## src/hdl/pcc_pkg.sv

```systemverilog
`default_nettype none

package pcc_pkg;

   localparam int OUT_WIDTH    = 32;
   localparam int STATUS_WIDTH = 2;

   localparam logic [STATUS_WIDTH-1:0] STATUS_OK    = 2'd0;
   localparam logic [STATUS_WIDTH-1:0] STATUS_RANGE = 2'd1;
   localparam logic [STATUS_WIDTH-1:0] STATUS_WRAP  = 2'd2;

   typedef enum logic [4:0] {
      ST_IDLE = 5'b00001,
      ST_NUM  = 5'b00010,
      ST_DEN  = 5'b00100,
      ST_DIV  = 5'b01000,
      ST_OUT  = 5'b10000
   } state_type;

endpackage

`default_nettype wire

```

## src/hdl/pcc_div.sv

```systemverilog
`default_nettype none

module pcc_div #(
   parameter int RESULT_WIDTH = 32
) (
   input  wire logic                    clock,
   input  wire logic                    reset,
   input  wire logic                    start,
   input  wire logic [RESULT_WIDTH-1:0] dividend,
   input  wire logic [RESULT_WIDTH-1:0] divisor,
   output logic                         done,
   output logic [RESULT_WIDTH-1:0]      quotient
);

   localparam int CW = $clog2(RESULT_WIDTH + 1);

   logic                    busy_ff, busy_in;
   logic [CW-1:0]           cnt_ff, cnt_in;
   logic [RESULT_WIDTH-1:0] quo_ff, quo_in;
   logic [RESULT_WIDTH-1:0] rem_ff, rem_in;
   logic [RESULT_WIDTH-1:0] den_ff, den_in;
   logic [RESULT_WIDTH:0]   shifted;
   logic [RESULT_WIDTH:0]   trial;

   // one restoring step per cycle, quotient bits shift in from the bottom
   assign shifted = {rem_ff, quo_ff[RESULT_WIDTH-1]};
   assign trial   = shifted - {1'b0, den_ff};

   assign done     = busy_ff && (cnt_ff == '0);
   assign quotient = quo_ff;

   always_comb begin
      busy_in = busy_ff;
      cnt_in  = cnt_ff;
      quo_in  = quo_ff;
      rem_in  = rem_ff;
      den_in  = den_ff;
      if (start) begin
         busy_in = 1'b1;
         cnt_in  = CW'(RESULT_WIDTH);
         quo_in  = dividend;
         rem_in  = '0;
         den_in  = divisor;
      end else if (busy_ff) begin
         if (cnt_ff == '0) begin
            busy_in = 1'b0;
         end else begin
            cnt_in = cnt_ff - 1'b1;
            if (!trial[RESULT_WIDTH]) begin
               rem_in = trial[RESULT_WIDTH-1:0];
               quo_in = {quo_ff[RESULT_WIDTH-2:0], 1'b1};
            end else begin
               rem_in = shifted[RESULT_WIDTH-1:0];
               quo_in = {quo_ff[RESULT_WIDTH-2:0], 1'b0};
            end
         end
      end
   end

   always_ff @(posedge clock) begin
      if (reset) begin
         busy_ff <= 1'b0;
      end else begin
         busy_ff <= busy_in;
      end
      cnt_ff <= cnt_in;
      quo_ff <= quo_in;
      rem_ff <= rem_in;
      den_ff <= den_in;
   end

endmodule

`default_nettype wire

```

## src/hdl/permutation_combination_counter.sv

```systemverilog
// permutation_combination_counter
// request word (req_valid/req_ready): mode, n, r. mode 0 asks for the falling
// factorial n!/(n-r)!, mode 1 for the binomial coefficient C(n,r).
// response word (rsp_valid/rsp_ready): result and status (0 ok, 1 r above n,
// 2 a partial product wrapped modulo 2^RESULT_WIDTH).
// one request is in work at a time; req_ready is high only while idle.
// a shared RESULT_WIDTH x COUNT_WIDTH multiplier forms one factor per cycle,
// then, in mode 1, a radix-2 divider takes one quotient bit per cycle.
// r above n goes from idle straight to the output state; mode 0 multiplies
// r factors; mode 1 multiplies k = min(r, n-r) factors for the numerator,
// then k for the denominator, then divides, and skips the division when
// the divisor wrapped to zero.
// the block returns to idle at the same edge that loads the response.
// a stalled response is held in its output register; the block can take
// and finish the next request, then waits until the held word is taken.
// reset (synchronous, active high) returns to idle and drops rsp_valid.
`default_nettype none

module permutation_combination_counter #(
   parameter int COUNT_WIDTH  = 8,
   parameter int RESULT_WIDTH = 32
) (
   input  wire logic                               clock,
   input  wire logic                               reset,
   input  wire logic                               req_valid,
   output logic                                    req_ready,
   input  wire logic                               req_mode,
   input  wire logic [COUNT_WIDTH-1:0]             req_n,
   input  wire logic [COUNT_WIDTH-1:0]             req_r,
   output logic                                    rsp_valid,
   input  wire logic                               rsp_ready,
   output logic [pcc_pkg::OUT_WIDTH-1:0]           rsp_result,
   output logic [pcc_pkg::STATUS_WIDTH-1:0]        rsp_status
);

   import pcc_pkg::*;

   localparam int PW = RESULT_WIDTH + COUNT_WIDTH;

   state_type               state_ff, state_in;
   logic                    mode_ff, mode_in;
   logic [COUNT_WIDTH-1:0]  cnt_ff, cnt_in;
   logic [COUNT_WIDTH-1:0]  f_ff, f_in;
   logic [COUNT_WIDTH-1:0]  k_ff, k_in;
   logic [RESULT_WIDTH-1:0] p_ff, p_in;
   logic [RESULT_WIDTH-1:0] num_ff, num_in;
   logic                    wrap_ff, wrap_in;
   logic [RESULT_WIDTH-1:0] res_ff, res_in;
   logic [STATUS_WIDTH-1:0] st_ff, st_in;
   logic                    rsp_valid_ff, rsp_valid_in;
   logic [OUT_WIDTH-1:0]    rsp_result_ff, rsp_result_in;
   logic [STATUS_WIDTH-1:0] rsp_status_ff, rsp_status_in;

   logic [PW-1:0]           prod;
   logic                    prod_wrap;
   logic [COUNT_WIDTH-1:0]  n_minus_r;
   logic [COUNT_WIDTH-1:0]  k_sel;
   logic [63:0]             res_ext;
   logic                    div_start;
   logic                    div_done;
   logic [RESULT_WIDTH-1:0] div_quo;
   logic [STATUS_WIDTH-1:0] wrap_status;

   // shared multiplier: running product times the current factor
   assign prod      = PW'(p_ff) * PW'(f_ff);
   assign prod_wrap = |prod[PW-1:RESULT_WIDTH];

   assign n_minus_r = req_n - req_r;
   assign k_sel     = (req_r < n_minus_r) ? req_r : n_minus_r;
   assign res_ext   = 64'(res_ff);

   assign wrap_status = wrap_ff ? STATUS_WRAP : STATUS_OK;

   assign req_ready  = (state_ff == ST_IDLE);
   assign rsp_valid  = rsp_valid_ff;
   assign rsp_result = rsp_result_ff;
   assign rsp_status = rsp_status_ff;

   pcc_div #(
      .RESULT_WIDTH(RESULT_WIDTH)
   ) u_div (
      .clock   (clock),
      .reset   (reset),
      .start   (div_start),
      .dividend(num_ff),
      .divisor (p_ff),
      .done    (div_done),
      .quotient(div_quo)
   );

   always_comb begin
      state_in      = state_ff;
      mode_in       = mode_ff;
      cnt_in        = cnt_ff;
      f_in          = f_ff;
      k_in          = k_ff;
      p_in          = p_ff;
      num_in        = num_ff;
      wrap_in       = wrap_ff;
      res_in        = res_ff;
      st_in         = st_ff;
      rsp_valid_in  = rsp_valid_ff;
      rsp_result_in = rsp_result_ff;
      rsp_status_in = rsp_status_ff;
      div_start     = 1'b0;

      if (rsp_valid_ff && rsp_ready) begin
         rsp_valid_in = 1'b0;
      end

      case (state_ff)
         ST_IDLE: begin
            if (req_valid) begin
               mode_in = req_mode;
               wrap_in = 1'b0;
               p_in    = RESULT_WIDTH'(1);
               f_in    = req_n;
               if (req_r > req_n) begin
                  res_in   = '0;
                  st_in    = STATUS_RANGE;
                  state_in = ST_OUT;
               end else begin
                  cnt_in   = req_mode ? k_sel : req_r;
                  k_in     = k_sel;
                  state_in = ST_NUM;
               end
            end
         end
         ST_NUM: begin
            if (cnt_ff == '0) begin
               if (!mode_ff) begin
                  res_in   = p_ff;
                  st_in    = wrap_status;
                  state_in = ST_OUT;
               end else begin
                  num_in   = p_ff;
                  p_in     = RESULT_WIDTH'(1);
                  f_in     = k_ff;
                  cnt_in   = k_ff;
                  state_in = ST_DEN;
               end
            end else begin
               p_in    = prod[RESULT_WIDTH-1:0];
               wrap_in = wrap_ff | prod_wrap;
               f_in    = f_ff - 1'b1;
               cnt_in  = cnt_ff - 1'b1;
            end
         end
         ST_DEN: begin
            if (cnt_ff == '0) begin
               if (p_ff == '0) begin
                  // divisor wrapped to zero
                  res_in   = '0;
                  st_in    = wrap_status;
                  state_in = ST_OUT;
               end else begin
                  div_start = 1'b1;
                  state_in  = ST_DIV;
               end
            end else begin
               p_in    = prod[RESULT_WIDTH-1:0];
               wrap_in = wrap_ff | prod_wrap;
               f_in    = f_ff - 1'b1;
               cnt_in  = cnt_ff - 1'b1;
            end
         end
         ST_DIV: begin
            if (div_done) begin
               res_in   = div_quo;
               st_in    = wrap_status;
               state_in = ST_OUT;
            end
         end
         ST_OUT: begin
            // wait for the output register to free up
            if (!rsp_valid_ff || rsp_ready) begin
               rsp_valid_in  = 1'b1;
               rsp_result_in = res_ext[OUT_WIDTH-1:0];
               rsp_status_in = st_ff;
               state_in      = ST_IDLE;
            end
         end
         default: begin
            state_in = ST_IDLE;
         end
      endcase
   end

   always_ff @(posedge clock) begin
      if (reset) begin
         state_ff     <= ST_IDLE;
         rsp_valid_ff <= 1'b0;
      end else begin
         state_ff     <= state_in;
         rsp_valid_ff <= rsp_valid_in;
      end
      mode_ff       <= mode_in;
      cnt_ff        <= cnt_in;
      f_ff          <= f_in;
      k_ff          <= k_in;
      p_ff          <= p_in;
      num_ff        <= num_in;
      wrap_ff       <= wrap_in;
      res_ff        <= res_in;
      st_ff         <= st_in;
      rsp_result_ff <= rsp_result_in;
      rsp_status_ff <= rsp_status_in;
   end

endmodule

`default_nettype wire
```

## config.mk

```make
export PLATFORM = sky130hd
export DESIGN_NAME = permutation_combination_counter
export DESIGN_NICKNAME = d
export VERILOG_FILES = /design/src/hdl/pcc_pkg.sv /design/src/hdl/pcc_div.sv /design/src/hdl/permutation_combination_counter.sv
export SDC_FILE = /design/constraint.sdc
export NUM_CORES = 1
export LEC_CHECK = 0
export CORE_ASPECT_RATIO = 1.75
export CORE_MARGIN = 8
export CORE_UTILIZATION = 30
export DETAILED_ROUTE_END_ITERATION = 8
export DONT_BUFFER_PORTS = 1
export SLEW_MARGIN = 20
export SYNTH_ARGS = -nofsm -noshare
export SYNTH_HDL_FRONTEND = slang
export SYNTH_SLANG_ARGS = --single-unit
```

## constraint.sdc

```tcl
create_clock -name clock -period 14.65 [get_ports clock]
set_input_delay 1.465 -clock clock [delete_from_list [all_inputs] [get_ports clock]]
set_output_delay 1.465 -clock clock [all_outputs]
set_load 0.005 [all_outputs]
```

==> metrics.md <==
| Metric | Value |
|---|---|
| Layout filler cell count | 6943 |
| Crit Path Class | flop to flop |
| Synth area leader | edfxtp_1 |
| Worst Path Max Fanout | 20 |
| Clk Latency, worst-skew pair | 580 ps |
| Die Y | 363 microns |
| DR pass1 iterations | 5 |
| Post-CTS setup repair buffer count | 0 |
| CTS clk-pin slew, worst paths | 60 ps |
| Post-CTS Resized | 0 |
| Critical-path cell list | buf_4, nand2_1, fa_1, fa_1, inv_1, fa_1, inv_1, fa_1, inv_1, ha_1, o21ai_0, o21ai_1, or3b_1, o21ai_2, a311oi_1, o31a_1, o41ai_4, and3_1, mux2i_1, a41oi_2 |
| Slowest CP cell | edfxtp_1 |
| Via density | 4.94 |
| Worst Max-Slew Pin Slew | 946 ps |
| CTS Buf Count | 26 |
| Rows | 127 |
| CTS Hold Bufs | 0 |
| Synth-to-Final Area Change | 9.02% |
| GRT Total Usage | 13.2% |
| Max Cap Viol | 0 |
| Avg WL per Cell | 18.2 microns |
| CP delay by family, top | adder cells |
| Cell Area, Synth | 0.0206 sq mm |
| Status | finished, final reports clean |
| CP max stage delay | 710 ps |
| Top-area cell type share of the netlist area | 32.4% |
| Core Box Area | 0.0683 sq mm |
| ANT cells | 0 |
| Slew headroom | 36.4% |
| Synth area leaders | edfxtp_1, fa_1, ha_1 |
| Clock buffer depth | 3 |
| Period minus WS final | 6440 ps |
| Root buf cell | clkbuf_16 |
| Mapped Nets | 2257 |
| Fin nets | 2213 |
| Count leader, synth | edfxtp_1 |
| CP Data Required Time | 14940 ps |
| Gr ovfl total | 0 |
| Die area | 0.0777 sq mm |
| Number of global-route vias before repair | 15525 |
| Die width | 214 microns |
| Share of cells above drive strength 1 | 5.69% |
| DR DRC count | 0 |
| Crit path arrival time | 6730 ps |
| Endpoints failing setup | 0 |
| Core Util, Final | 32.9% |
| Fraction of registers with async set/reset | 0% |
| Final hold vios | 0 |
| PortBufs | 0 |
| Initial Util | 30.2% |
| Hold Path Class | flop to flop |
| Syn Inst Count | 1941 |
| Final worst-path cycle share | 44.0% |
| CTS tree | built |
| Htree depth | 1 |
| RSZ-0062 raised after global routing | no |
| Clock sink count | 267 |
| CP Launch Type | flop |
| Post-synth EDFFs | 222 |
| Maximum clock frequency | 0.155 GHz |
| Top cells by count, synth | edfxtp_1, inv_1, and2_1 |
| Post-Route Skew | 32.5 ps |
| CP endpoint kind | flop |
| ANT nets after route | 0 |
| Initial antenna violation count | 0 |
| Buffers and inverters on the worst path | 4 |
| Flops & latches, synth | 267 |
| YS warnings | 0 |
| Global-route wire length before repair | 83000 microns |
| Sequential fraction of the synthesis area | 36.7% |
| Post-synth top flop | edfxtp_1 |
| Max-slew violations | 0 |
| Iter 0 DRT Violations | 654 |
| GP Congestion | 0.902 |
| Setup TNS Final | 0 ps |
| DR vias | 13943 |
| WL final | 51400 microns |
| Post-Syn Area per Cell | 10.6 sq um |
| Distinct cells, synth | 69 |
| Largest net degree at the start of global routing | 76 |
| Final HPWL DP | 38300 microns |
| Cell mode on critical path | fa_1 |
| Num ports | 57 |
==> state kept, by name (all words and copies together), names as in the netlist, 2 cells and up <==
name            flops
cnt_ff              8
f_ff                8
k_ff                8
num_ff             32
p_ff               32
res_ff             32
rsp_result         32
rsp_status          2
st_ff               2
state_ff            5
u_div.cnt_ff        6
u_div.den_ff       32
u_div.quotient     32
u_div.rem_ff       32
==> cell usage in the layout, fill, tap and decap left out, types with 13 or more instances in the layout <==
master / count
fa_1: 182
clkbuf_16: 26
nor3_1: 14
a21o_1: 43
o21a_1: 15
xnor2_1: 49
o21ai_0: 39
mux2_2: 32
a22o_1: 34
inv_1: 220
ha_1: 113
nor2_1: 129
a211oi_1: 35
dfxtp_1: 45
nor2b_1: 13
a21oi_1: 77
nand3_1: 24
edfxtp_1: 222
nor4_1: 17
and2_1: 214
mux2i_1: 39
nand2_1: 110
buf_4: 22
xor2_1: 28
==> metal layers <==
layer | track usage, % | vias to the layer above | wire (microns)
li1 | - | 6531 | -
met1 | 13.3 | 7015 | 18800
met2 | 26.1 | 269 | 28100
met3 | 1.55 | 128 | 1800
met4 | 7.01 | 0 | 2640
met5 | 0 | - | 0
==> per-stage QoR <==
stage	cell area, sq um	hold slack (ps)	std cells	setup slack [ps]
final	22500	416	2820	8210
after global routing	22500	423	2820	7880
after CTS	22500	419	2820	8200
after detailed placement	21600	405	2772	8250
after global placement	21600	402	2772	8300
after floorplan	20600	400	1941	8710
==> logic make-up after synthesis <==
group                      count (synthesis)  synth area share, %
adders and majority gates                295                 24.5
muxes                                     71                 3.64
buffers and inverters                    314                 5.77
AOI/OAI and AO/OA                        345                 11.7
DFF                                      267                 36.7
and+or+nand+nor                          571                 14.3
xor gates and xnor gates                  78                 3.35
==> worst reg2reg max path, stage by stage, from the launching register on <==
cell and delay, ps:
edfxtp_1 710, buf_4 340, nand2_1 110, fa_1 500
fa_1 540, inv_1 50, fa_1 500, inv_1 60
fa_1 470, inv_1 50, ha_1 330, o21ai_0 130
o21ai_1 210, or3b_1 480, o21ai_2 230, a311oi_1 170
o31a_1 330, o41ai_4 370, and3_1 230, mux2i_1 230
a41oi_2 130
==> layout make-up <==
class	count	area (sq um)	area share (%)
well taps	903	1130	5.03
multi-input cells	1360	11900	53.1
inverters	220	826	3.68
flip-flops and latches	267	7570	33.7
repair buffers	22	165	0.735
clock buffers	36	718	3.20
clock inverters	12	131	0.585
==> worst paths after layout <==
kind	start	endpoint	slack, ps	cells past startpoint
setup / recovery	f_ff[3]	wrap_ff	8210	20
hold / removal	res_ff[22]	rsp_result[22]	420	0
setup reg to reg	f_ff[3]	wrap_ff	8210	20
hold reg to reg	res_ff[22]	rsp_result[22]	420	0
Power is left out: the tool's default activity adds up to more than one toggle a clock period on the data nets, which glitch-free logic cannot reach.
